==> src/hdl/bqhc_pkg.sv <==
package bqhc_pkg;

   localparam int PIXEL_W       = 8;
   localparam int DIM_CFG_W     = 12;
   localparam int TALLY_W       = 23;
   localparam int HOLE_W        = 22;
   localparam int RSP_TDATA_W   = 72;
   localparam int CSR_ADDR_W    = 4;
   localparam int CSR_DATA_W    = 32;
   localparam int WINDOW_COLS   = 2;

   localparam int MAX_WIDTH_DEF  = 2048;
   localparam int MAX_HEIGHT_DEF = 2048;

   localparam logic [PIXEL_W-1:0]   THRESHOLD_RST    = 8'd80;
   localparam logic [DIM_CFG_W-1:0] FRAME_WIDTH_RST  = 12'd640;
   localparam logic [DIM_CFG_W-1:0] FRAME_HEIGHT_RST = 12'd480;

   localparam logic [TALLY_W-1:0] TALLY_MAX = {TALLY_W{1'b1}};

   // window population codes
   localparam logic [2:0] ONES_EXTERNAL = 3'd1;
   localparam logic [2:0] ONES_INTERNAL = 3'd3;

   typedef enum logic [1:0] {
      REG_THRESHOLD    = 2'd0,
      REG_FRAME_WIDTH  = 2'd1,
      REG_FRAME_HEIGHT = 2'd2
   } reg_idx_type;

   // per-pixel control that travels down the cell row
   typedef struct packed {
      logic count;
      logic last;
   } tag_type;

   typedef struct packed {
      logic    up;
      logic    low;
      tag_type tag;
   } cell_type;

   typedef struct packed {
      logic               valid;
      logic [TALLY_W-1:0] ext;
      logic [TALLY_W-1:0] internal;
   } result_type;

endpackage

==> src/hdl/bqhc_line_buf.sv <==
module bqhc_line_buf #(
   parameter int DEPTH = bqhc_pkg::MAX_WIDTH_DEF
) (
   input  logic                     clock,
   input  logic                     en,
   input  logic [$clog2(DEPTH)-1:0] addr,
   input  logic                     wr_bit,
   output logic                     rd_bit
);
   import bqhc_pkg::*;

   logic line_ff [DEPTH];
   logic rd_bit_ff;

   // read returns the bit of the prior row before this pixel overwrites it
   always_ff @(posedge clock) begin
      if (en) begin
         rd_bit_ff     <= line_ff[addr];
         line_ff[addr] <= wr_bit;
      end
   end

   assign rd_bit = rd_bit_ff;

endmodule

==> src/hdl/bqhc_cell.sv <==
module bqhc_cell (
   input  logic               clock,
   input  logic               shift_en,
   input  bqhc_pkg::cell_type d,
   output bqhc_pkg::cell_type q,
   output logic [1:0]         ones
);
   import bqhc_pkg::*;

   cell_type col_ff;

   always_ff @(posedge clock) begin
      if (shift_en) begin
         col_ff <= d;
      end
   end

   assign q    = col_ff;
   assign ones = {1'b0, col_ff.up} + {1'b0, col_ff.low};

endmodule

==> src/hdl/bqhc_tally.sv <==
module bqhc_tally (
   input  logic                 clock,
   input  logic                 reset,
   input  logic                 win_valid,
   input  bqhc_pkg::tag_type    win_tag,
   input  logic [1:0]           right_ones,
   input  logic [1:0]           left_ones,
   output bqhc_pkg::result_type result
);
   import bqhc_pkg::*;

   logic [TALLY_W-1:0] ext_ff, ext_in;
   logic [TALLY_W-1:0] int_ff, int_in;
   logic [2:0]         ones;
   logic               res_valid_ff, res_valid_in;
   logic [TALLY_W-1:0] res_ext_ff, res_int_ff;

   assign ones = {1'b0, right_ones} + {1'b0, left_ones};

   always_comb begin
      ext_in = ext_ff;
      int_in = int_ff;
      if (win_valid && win_tag.count) begin
         if (ones == ONES_INTERNAL && int_ff != TALLY_MAX) begin
            int_in = int_ff + 1'b1;
         end
         if (ones == ONES_EXTERNAL && ext_ff != TALLY_MAX) begin
            ext_in = ext_ff + 1'b1;
         end
      end
      res_valid_in = win_valid && win_tag.last;
   end

   always_ff @(posedge clock) begin
      if (reset) begin
         ext_ff       <= '0;
         int_ff       <= '0;
         res_valid_ff <= 1'b0;
      end else begin
         res_valid_ff <= res_valid_in;
         if (res_valid_in) begin
            ext_ff <= '0;
            int_ff <= '0;
         end else begin
            ext_ff <= ext_in;
            int_ff <= int_in;
         end
      end
   end

   always_ff @(posedge clock) begin
      if (res_valid_in) begin
         res_ext_ff <= ext_in;
         res_int_ff <= int_in;
      end
   end

   assign result.valid    = res_valid_ff;
   assign result.ext      = res_ext_ff;
   assign result.internal = res_int_ff;

endmodule

==> src/hdl/bit_quad_hole_counter_unit.sv <==
// bit-quad hole counter: thresholds a raster stream of 8-bit pixels and counts
// the 2x2 windows with one set pixel (external corners) and with three set
// pixels (internal corners); holes = (external - internal) / 4, rounded to zero.
// req channel: one pixel per transaction in req_tdata[7:0], raster order.
// rsp channel: one transaction per frame, after the frame's last pixel.
// csr port: threshold at 0x0, frame_width at 0x4, frame_height at 0x8; change
// them only while no pixel of an unfinished frame is in flight.
// throughput: one pixel per clock unless a frame-ending pixel is held off; the
// line buffer is one bit wide with a single read-before-write port, so each
// pixel costs one memory access.
// result path: the last pixel's transaction passes the line buffer read, window
// cell row, tally register and output register before rsp_tvalid rises.
// stall: while a result waits on rsp_tready, pixels of the next frame keep
// flowing; a frame-ending pixel is held off while an earlier frame end is still
// in the pipe or in the output register, so a frame's result leaves the output
// register before the next frame's last pixel is taken.
// reset: tallies, row and column position and pipeline valids clear, the
// registers return to 80 / 640 / 480; the line buffer needs no clearing pass.
module bit_quad_hole_counter_unit #(
   parameter int MAX_WIDTH  = bqhc_pkg::MAX_WIDTH_DEF,
   parameter int MAX_HEIGHT = bqhc_pkg::MAX_HEIGHT_DEF
) (
   input  logic                                 clock,
   input  logic                                 reset,
   input  logic                                 req_tvalid,
   output logic                                 req_tready,
   input  logic [bqhc_pkg::PIXEL_W-1:0]         req_tdata,  // pixel
   output logic                                 rsp_tvalid,
   input  logic                                 rsp_tready,
   // hole_count [21:0], external_corners [44:22], internal_corners [67:45]
   output logic [bqhc_pkg::RSP_TDATA_W-1:0]     rsp_tdata,
   input  logic                                 csr_psel,
   input  logic                                 csr_penable,
   input  logic                                 csr_pwrite,
   input  logic [bqhc_pkg::CSR_ADDR_W-1:0]      csr_paddr,
   input  logic [bqhc_pkg::CSR_DATA_W-1:0]      csr_pwdata,
   output logic [bqhc_pkg::CSR_DATA_W-1:0]      csr_prdata,
   output logic                                 csr_pready
);
   import bqhc_pkg::*;

   localparam int COL_W  = $clog2(MAX_WIDTH);
   localparam int ROW_W  = $clog2(MAX_HEIGHT);
   localparam int POS_W  = (COL_W > ROW_W) ? COL_W : ROW_W;
   localparam int CMP_W  = ((POS_W > DIM_CFG_W) ? POS_W : DIM_CFG_W) + 1;
   localparam int DIFF_W = TALLY_W + 1;

   // configuration
   logic [PIXEL_W-1:0]   threshold_ff;
   logic [DIM_CFG_W-1:0] frame_width_ff, frame_height_ff;
   reg_idx_type          csr_idx;
   logic                 csr_wr;

   assign csr_idx    = reg_idx_type'(csr_paddr[3:2]);
   assign csr_wr     = csr_psel && csr_penable && csr_pwrite && csr_pready;
   assign csr_pready = 1'b1;

   always_ff @(posedge clock) begin
      if (reset) begin
         threshold_ff    <= THRESHOLD_RST;
         frame_width_ff  <= FRAME_WIDTH_RST;
         frame_height_ff <= FRAME_HEIGHT_RST;
      end else if (csr_wr) begin
         unique case (csr_idx)
            REG_THRESHOLD:    threshold_ff    <= csr_pwdata[PIXEL_W-1:0];
            REG_FRAME_WIDTH:  frame_width_ff  <= csr_pwdata[DIM_CFG_W-1:0];
            REG_FRAME_HEIGHT: frame_height_ff <= csr_pwdata[DIM_CFG_W-1:0];
            default: begin
            end
         endcase
      end
   end

   always_comb begin
      unique case (csr_idx)
         REG_THRESHOLD:    csr_prdata = CSR_DATA_W'(threshold_ff);
         REG_FRAME_WIDTH:  csr_prdata = CSR_DATA_W'(frame_width_ff);
         REG_FRAME_HEIGHT: csr_prdata = CSR_DATA_W'(frame_height_ff);
         default:          csr_prdata = '0;
      endcase
   end

   // frame size clamped to 1..max
   logic [CMP_W-1:0] width_cfg, height_cfg, width_eff, height_eff;

   assign width_cfg  = CMP_W'(frame_width_ff);
   assign height_cfg = CMP_W'(frame_height_ff);

   always_comb begin
      priority if (width_cfg == '0) begin
         width_eff = CMP_W'(1);
      end else if (width_cfg > CMP_W'(MAX_WIDTH)) begin
         width_eff = CMP_W'(MAX_WIDTH);
      end else begin
         width_eff = width_cfg;
      end
      priority if (height_cfg == '0) begin
         height_eff = CMP_W'(1);
      end else if (height_cfg > CMP_W'(MAX_HEIGHT)) begin
         height_eff = CMP_W'(MAX_HEIGHT);
      end else begin
         height_eff = height_cfg;
      end
   end

   // raster position
   logic [COL_W-1:0] col_ff, col_in;
   logic [ROW_W-1:0] row_ff, row_in;
   logic             last_col, last_row, frame_end, accept, pix_bit;

   assign last_col  = (CMP_W'(col_ff) + CMP_W'(1)) >= width_eff;
   assign last_row  = (CMP_W'(row_ff) + CMP_W'(1)) >= height_eff;
   assign frame_end = last_col && last_row;
   assign accept    = req_tvalid && req_tready;
   assign pix_bit   = req_tdata > threshold_ff;

   always_comb begin
      col_in = col_ff;
      row_in = row_ff;
      if (accept) begin
         if (last_col) begin
            col_in = '0;
            row_in = last_row ? '0 : row_ff + 1'b1;
         end else begin
            col_in = col_ff + 1'b1;
         end
      end
   end

   always_ff @(posedge clock) begin
      if (reset) begin
         col_ff <= '0;
         row_ff <= '0;
      end else begin
         col_ff <= col_in;
         row_ff <= row_in;
      end
   end

   // stage a: line buffer access
   logic    a_valid_ff;
   logic    a_bit_ff;
   tag_type a_tag_ff;
   logic    up_bit;

   always_ff @(posedge clock) begin
      if (reset) begin
         a_valid_ff <= 1'b0;
      end else begin
         a_valid_ff <= accept;
      end
   end

   always_ff @(posedge clock) begin
      if (accept) begin
         a_bit_ff       <= pix_bit;
         a_tag_ff.count <= (row_ff != '0) && (col_ff != '0);
         a_tag_ff.last  <= frame_end;
      end
   end

   bqhc_line_buf #(
      .DEPTH (MAX_WIDTH)
   ) u_line_buf (
      .clock  (clock),
      .en     (accept),
      .addr   (col_ff),
      .wr_bit (pix_bit),
      .rd_bit (up_bit)
   );

   // window cell row: cell 0 is the current column, cell 1 the left one
   cell_type   cell_d [WINDOW_COLS];
   cell_type   cell_q [WINDOW_COLS];
   logic [1:0] cell_ones [WINDOW_COLS];
   logic       b_valid_ff;

   assign cell_d[0] = '{up: up_bit, low: a_bit_ff, tag: a_tag_ff};

   for (genvar i = 0; i < WINDOW_COLS; i++) begin : g_cell
      if (i > 0) begin : g_link
         assign cell_d[i] = cell_q[i-1];
      end
      bqhc_cell u_cell (
         .clock    (clock),
         .shift_en (a_valid_ff),
         .d        (cell_d[i]),
         .q        (cell_q[i]),
         .ones     (cell_ones[i])
      );
   end

   always_ff @(posedge clock) begin
      if (reset) begin
         b_valid_ff <= 1'b0;
      end else begin
         b_valid_ff <= a_valid_ff;
      end
   end

   result_type result;

   bqhc_tally u_tally (
      .clock      (clock),
      .reset      (reset),
      .win_valid  (b_valid_ff),
      .win_tag    (cell_q[0].tag),
      .right_ones (cell_ones[0]),
      .left_ones  (cell_ones[WINDOW_COLS-1]),
      .result     (result)
   );

   // output register
   logic               rsp_valid_ff;
   logic [TALLY_W-1:0] out_ext_ff, out_int_ff;
   logic               end_in_flight;

   // a frame end already in the pipe or waiting at the output holds off the next one
   assign end_in_flight = rsp_valid_ff || result.valid
                          || (a_valid_ff && a_tag_ff.last)
                          || (b_valid_ff && cell_q[0].tag.last);
   assign req_tready    = !(frame_end && end_in_flight);

   always_ff @(posedge clock) begin
      if (reset) begin
         rsp_valid_ff <= 1'b0;
      end else if (result.valid) begin
         rsp_valid_ff <= 1'b1;
      end else if (rsp_tready) begin
         rsp_valid_ff <= 1'b0;
      end
   end

   always_ff @(posedge clock) begin
      if (result.valid) begin
         out_ext_ff <= result.ext;
         out_int_ff <= result.internal;
      end
   end

   // signed quotient by four, rounded toward zero
   logic signed [DIFF_W-1:0] diff, diff_adj;
   logic        [HOLE_W-1:0] hole_count;

   assign diff       = $signed({1'b0, out_ext_ff}) - $signed({1'b0, out_int_ff});
   assign diff_adj   = diff + (diff[DIFF_W-1] ? DIFF_W'(3) : DIFF_W'(0));
   assign hole_count = diff_adj[DIFF_W-1:2];

   assign rsp_tvalid = rsp_valid_ff;
   assign rsp_tdata  = {{(RSP_TDATA_W - HOLE_W - 2 * TALLY_W){1'b0}},
                        out_int_ff, out_ext_ff, hole_count};

   a_end_reaches_output : assert property (@(posedge clock) disable iff (reset)
      (accept && frame_end) |-> ##4 rsp_valid_ff)
      else $error("frame end did not reach the output");

   a_no_overwrite : assert property (@(posedge clock) disable iff (reset)
      result.valid |-> !rsp_valid_ff)
      else $error("result arrived while output still held one");

   a_single_end_in_pipe : assert property (@(posedge clock) disable iff (reset)
      (a_valid_ff && a_tag_ff.last) |-> !(b_valid_ff && cell_q[0].tag.last))
      else $error("two frame ends in the pipeline");

endmodule
==> config.mk <==
export PLATFORM = sky130hd
export DESIGN_NAME = bit_quad_hole_counter_unit
export DESIGN_NICKNAME = d
export VERILOG_FILES = /design/src/hdl/bqhc_pkg.sv /design/src/hdl/bqhc_line_buf.sv /design/src/hdl/bqhc_cell.sv /design/src/hdl/bqhc_tally.sv /design/src/hdl/bit_quad_hole_counter_unit.sv
export SDC_FILE = /design/constraint.sdc
export NUM_CORES = 2
export LEC_CHECK = 0
export ABC_AREA = 1
export BUFFER_PORTS_ARGS = -buffer_cell sky130_fd_sc_hd__clkbuf_2
export CAP_MARGIN = 30
export CORE_MARGIN = 3
export CORE_UTILIZATION = 60
export DETAILED_ROUTE_END_ITERATION = 16
export HOLD_SLACK_MARGIN = 0.05
export PLACE_DENSITY = 0.82
export SLEW_MARGIN = 20
export SYNTH_ARGS = -nofsm -noshare
export SYNTH_HDL_FRONTEND = slang
export SYNTH_SLANG_ARGS = --single-unit
==> constraint.sdc <==
create_clock -name clock -period 200.1 [get_ports clock]
set_clock_uncertainty 0.15 [all_clocks]
set_input_delay 40.02 -clock clock [delete_from_list [all_inputs] [get_ports clock]]
set_output_delay 40.02 -clock clock [all_outputs]
set_load 0.005 [all_outputs]
; ---- Word-level counts from Yosys, hierarchy flattened
; Memories as Yosys holds them, arrays and structs flattened. A register that Yosys moved wholly into a read port is not among the register bits.
; Index checks and enable logic that the tools add are counted.
[word_totals]
ramBits = 2048
out_inout_bits = 107
reg_bits = 205
n_memories = 1
wordCells = 89
[classes]
muxes = 16
n_addsub = 11
reduce_logical = 26
n_lt_le_gt_ge = 5
eq_ne = 6
[mem_list]
columns = memory, words, word_bits, rd, rd_clocked_by_memory_dff, write_ports, line
row1 = u_line_buf.line_ff, 2048, 1, 1, 1, 1, bqhc_line_buf.sv:12  ; logic line_ff [DEPTH];
[op_table]
columns = operator, n
row1 = 23-bit two-way mux, 4
row2 = 12-bit two-way mux, 4
row3 = 23-bit by 1-bit adder with 23-bit output (second input constant), 2
row4 = 23-bit inequality test (second input constant), 2
row5 = 12-bit one-hot mux with 3 select lines, 1
row6 = 12-bit by 13-bit greater-or-equal comparator with 1-bit output, 2
row7 = 13-bit logical NOT, 2
row8 = 11-bit by 1-bit adder with 12-bit output (second input constant), 2
row9 = 24-bit by 3-bit adder with 24-bit output, 1
row10 = 12-bit greater-than comparator (second input constant), 2
row11 = 23-bit by 23-bit subtractor with 24-bit output, 1
row12 = 11-bit by 1-bit adder with 11-bit output (second input constant), 2
row13 = 11-bit two-way mux, 2
row14 = 11-bit nonzero test, 2
row15 = 1-bit logical AND, 11
row16 = 8-bit greater-than comparator, 1
row17 = 2-bit AND reduction, 4
row18 = 1-bit by 1-bit adder with 2-bit output, 2
row19 = 1-bit two-way mux, 4
row20 = 2-bit by 2-bit adder with 3-bit output, 1
row21 = 3-bit by 1-bit == test with 1-bit output (second input constant), 1
row22 = 3-bit by 2-bit == test with 1-bit output (second input constant), 1
row23 = 1-bit logical OR, 3
row24 = 2-bit by 1-bit == test with 1-bit output (second input constant), 1
row25 = 6 further kinds, 6

; ---- Longest topological paths before layout
[depth]
depth_word = 10
ltp_mapped = 23
mapped_depth_nobuf = 23

; ---- Hierarchy
; From an unflattened synthesis, not the netlist that was laid out.
[hier_totals]
hier_cells = 11360
area_unflattened_um2 = 104585.3
[by_module_without_submodules]
columns = module, instances, seq_area_each_um2, cells_per_inst, area_each_um2
row1 = bqhc_line_buf, 1, 61529.0, 9676, 91904.4
row2 = bit_quad_hole_counter_unit, 1, 2612.5, 1158, 7972.6
row3 = bqhc_tally, 1, 2322.2, 516, 4443.0
row4 = bqhc_cell, 2, 120.1, 5, 132.6

; ---- Worst setup path after synthesis
; Ideal clock, no wire load.
[synth_path]
path_kind = in2reg
from = in req_tdata[3] (netlist name)
to = reg a_bit_ff (data pin)
path_stages = 5
t_arrival_ns = 94.917
slack_ns = 93.872
cell_sequence = ha_1 > nand2_1 > o21ai_0 > nand2_1 > a21oi_1
[synth_between]
elab_chain_cells = 1
[synth_lines]
columns = item, line
row1 = "start, declared", bit_quad_hole_counter_unit.sv:27  ; input logic [bqhc_pkg::PIXEL_W-1:0] req_tdata,
row2 = 8-bit greater-than comparator, bit_quad_hole_counter_unit.sv:115  ; assign pix_bit = req_tdata > threshold_ff;
row3 = via pix_bit, bit_quad_hole_counter_unit.sv:109  ; logic last_col, last_row, frame_end, accept, pix_bit;
row4 = "end signal, assigned", bit_quad_hole_counter_unit.sv:156  ; a_bit_ff <= pix_bit;
row5 = "end, declared", bit_quad_hole_counter_unit.sv:142  ; logic a_bit_ff;
; The timed path passes the listed nets, and every way through them passes these cells.
; A chain may end at the register's enable or synchronous reset.

; ---- Final worst setup path
[layout_path]
from = in csr_paddr[2] (netlist name)
to = out csr_prdata[0] (netlist name)
[layout_between]
elab_chain_cells = 2
word_cells_on_any_way = 4
cone_classes = 2 x eq/ne / 1 x mux / 1 x reduce/logical
[layout_lines]
columns = item, line
row1 = "start, declared", bit_quad_hole_counter_unit.sv:35  ; input logic [bqhc_pkg::CSR_ADDR_W-1:0] csr_paddr,
row2 = 2-bit == test (tied with other cells), bit_quad_hole_counter_unit.sv:75  ; unique case (csr_idx)
row3 = 12-bit one-hot mux with 3 select lines *, bit_quad_hole_counter_unit.sv:75
row4 = "end, declared", bit_quad_hole_counter_unit.sv:37  ; output logic [bqhc_pkg::CSR_DATA_W-1:0] csr_prdata,
; Mark *: on every way between the ends. The rest lies on a longest branch, timed or not.

==> flow_metrics.env <==
export IMPL_outcome="finished, final reports clean"
export IMPL_fmax_mhz=12.3
export IMPL_synthArstFlopShare_pct=0
export IMPL_fin_area_um2=116000
export IMPL_drc=0
export IMPL_path_cells="clkbuf_2, inv_1, nor2_1, inv_1, o221ai_1, clkbuf_2"
export IMPL_synthCells=11989
export IMPL_synth_ff_type="edfxtp_1"
export IMPL_finalHoldViolations=0
export IMPL_netlist_area_leader_share_pct=60.6
export IMPL_path_clk_slew_ns=0.06
export IMPL_start_kind="input pin"
export IMPL_crit_buf_inv=4
export IMPL_die_w_um=427
export IMPL_r2r_start="col_ff[1]"
export IMPL_area_growth_syn_to_layout_pct=8.99
export IMPL_r2r_cells=18
export IMPL_cp_arrival_ns=41.18
export IMPL_crit_required_ns=159.93
export IMPL_die_area_um2=183000
export IMPL_fin_nets=11858
export IMPL_grt_pass1_wl_um=449000
export IMPL_rsz0062_at_grt="no"
export IMPL_critPathCapture="csr_prdata[0]"
export IMPL_reg2reg_to="u_line_buf.line_ff[512]"
export IMPL_drt_initial_drc_count=13001
export IMPL_synth_common_cells="3635 x nand2_1, 3262 x nor2_1, 2150 x edfxtp_1"
export IMPL_antenna_found_initial=6
export IMPL_pin_count=158
export IMPL_wirelength_um=303000
export IMPL_multi_input_area_um2=33600
export IMPL_cts_sink_count=2254
export IMPL_ys_ff_latch=2254
export IMPL_ys_seq_area_share_pct=62.6
export IMPL_fin_crit_ns=81.35
export IMPL_synthTopCellsByArea="edfxtp_1 61%, nand2_1 13%, nor2_1 11%"
export IMPL_finalCritPeriodShare_pct=40.7
export IMPL_dp_hpwl_um=158000
export IMPL_place_congestion=0.884
export IMPL_dr_pass1_iters=7
export IMPL_crit_path_top_delay_cell="nor2_1"
export IMPL_startpoint="csr_paddr[2]"
export IMPL_grt_ovfl_total=0
export IMPL_critPathTopFamily="simple AND/OR/NAND/NOR gates"
export IMPL_cts_tree="yes"
export IMPL_synth_most_common_cell="nand2_1"
export IMPL_synth_top_cell_by_area="edfxtp_1"
export IMPL_end_kind="primary output"
export IMPL_ys_types=48
export IMPL_max_cap_violations=0
export IMPL_powerDensity_nw_per_um2=8.69
export IMPL_rows=153
export IMPL_num_vias=83845
export IMPL_vias_per_cell=5.88
export IMPL_avgRoutedWirePerCell_um=21.2
export IMPL_tightest_slew_ns=1.34
export IMPL_drv_slew=0
export IMPL_cp_max_fo=11
export IMPL_grt_pass1_vias=78919
export IMPL_clock_latency_ns=0.88
export IMPL_setup_viol=0
export IMPL_avgSynthCellArea_um2=8.88
export IMPL_p_leak_nw=44.2
export IMPL_die_h_um=427
export IMPL_hp_class="flop to flop"
export IMPL_drive_above_1_share_pct=5.96
export IMPL_hold_worst_slack_ns=0.267
export IMPL_cts_resized=0
export IMPL_maxSlewHeadroom_pct=10.9
export IMPL_root_buffer="clkbuf_16"
export IMPL_h_tree_depth=4
export IMPL_yosysWarnings=0
export IMPL_critPathMaxStageDelay_ns=0.50
export IMPL_grt_usage_pct=32.4
export IMPL_critPathKind="input pin to primary output"
export IMPL_ir_drop_v=0.0000103
export IMPL_r2r_slack_ns=192.58
export IMPL_synth_edf_count=2150
export IMPL_worst_path_stages=6
export IMPL_total_power_mw=1.01
export IMPL_syn_cell_area_um2=107000
export IMPL_hold_buffers=0
export IMPL_grt_max_degree=294
export IMPL_ant_nets=0
export IMPL_timing_setup_tns_ns=0
export IMPL_cts_made_buffers=218
export IMPL_initial_utilization_pct=60.8
export IMPL_regArea_um2=66700
export IMPL_numPortBuffers=110
export IMPL_place_ws_ns=118.77
export IMPL_setup_slack_ns=118.75
export IMPL_dpl_cell_area_um2=108000
export IMPL_postCtsSetupBuffers=0
export IMPL_clockBufferDepth=3
export IMPL_fillers=12799
export IMPL_coreArea_um2=175000
## worst min path at each step
stage	from	slack, ns	to	depth (start not counted)
final	u_tally.res_int_ff[11]	0.27	out_int_ff[11]	0
after floorplan	a_tag_ff[1]	0.25	g_cell[0].u_cell.q[1]	0
after global routing	u_tally.res_int_ff[6]	0.27	out_int_ff[6]	0
after global placement	a_bit_ff	0.25	g_cell[0].u_cell.q[2]	0
after detailed placement	u_tally.res_int_ff[12]	0.25	out_int_ff[12]	0
after CTS	u_tally.res_int_ff[12]	0.27	out_int_ff[12]	0
## report_power, final
group	internal [mW]	switching, mW	total, mW	leakage [nW]
combinational	0.0182	0.0604	0.0786	20.6
clock	0.226	0.180	0.406	3.42
sequential	0.523	0.00119	0.524	20.1
total	0.767	0.242	1.01	44.1
## per-layer routing
| metal | part of all wire, % | wire length [um] | vias to the layer above | track usage (%) |
|---|---|---|---|---|
| li1 | - | - | 37720 | - |
| met1 | 34 | 102000 | 39108 | 40.7 |
| met4 | 6.1 | 18400 | 4 | 17.7 |
| met5 | 0.010 | 31 | - | 0 |
| met3 | 14 | 42800 | 1168 | 7.48 |
| met2 | 46 | 140000 | 5845 | 52.1 |
## flip-flops by register name (all words and copies together), names as in the netlist, 12 cells and up
register	flops
u_tally.res_int_ff	23
u_tally.int_ff	23
u_tally.res_ext_ff	23
out_ext_ff	23
u_line_buf.line_ff	2048
out_int_ff	23
frame_width_ff	12
u_tally.ext_ff	23
frame_height_ff	12
## placed cells by master (no fill, tap or decap), types with 101 or more instances in the layout
cell type and instances:
dfxtp_1 101, o21ai_0 503, nand2_1 3629, clkbuf_16 220, buf_4 110, edfxtp_1 2150
o21ai_1 161, inv_1 682, clkbuf_2 110, nor2_1 3251, nand3_1 247
## cells by family (layout without fill, tap and decap cells)
kind of cell | Yosys count | after routing | share of synthesized area, %
flip-flops | 2254 | 2254 | 62.6
AND/OR/NAND/NOR | 7306 | 7306 | 26.4
adder cells (fa/ha/maj) | 68 | 68 | 0.813
XOR/XNOR | 53 | 53 | 0.443
other | 2 | 30 | 0.00705
buffers and inverters | 1537 | 1450 | 6.10
AO/OA/AOI/OAI | 769 | 769 | 3.69
## final cells by class
type | instances | share of cell area, %
flip-flops and latches | 2254 | 57.4
multi-input cells | 8221 | 28.9
clock buffers | 268 | 4.93
repair buffers | 321 | 2.73
well taps | 2325 | 2.51
inverters | 723 | 2.35
clock inverters | 138 | 1.10
diodes | 5 | 0.0108
## through the flow
step	utilization, %	std cells
after detailed placement	61.8	13804
after global placement	61.4	13755
after CTS	65.8	14210
final	66.3	14255
after floorplan	-	12012
after global routing	66.3	14251
(Power assumes the default switching activity.)
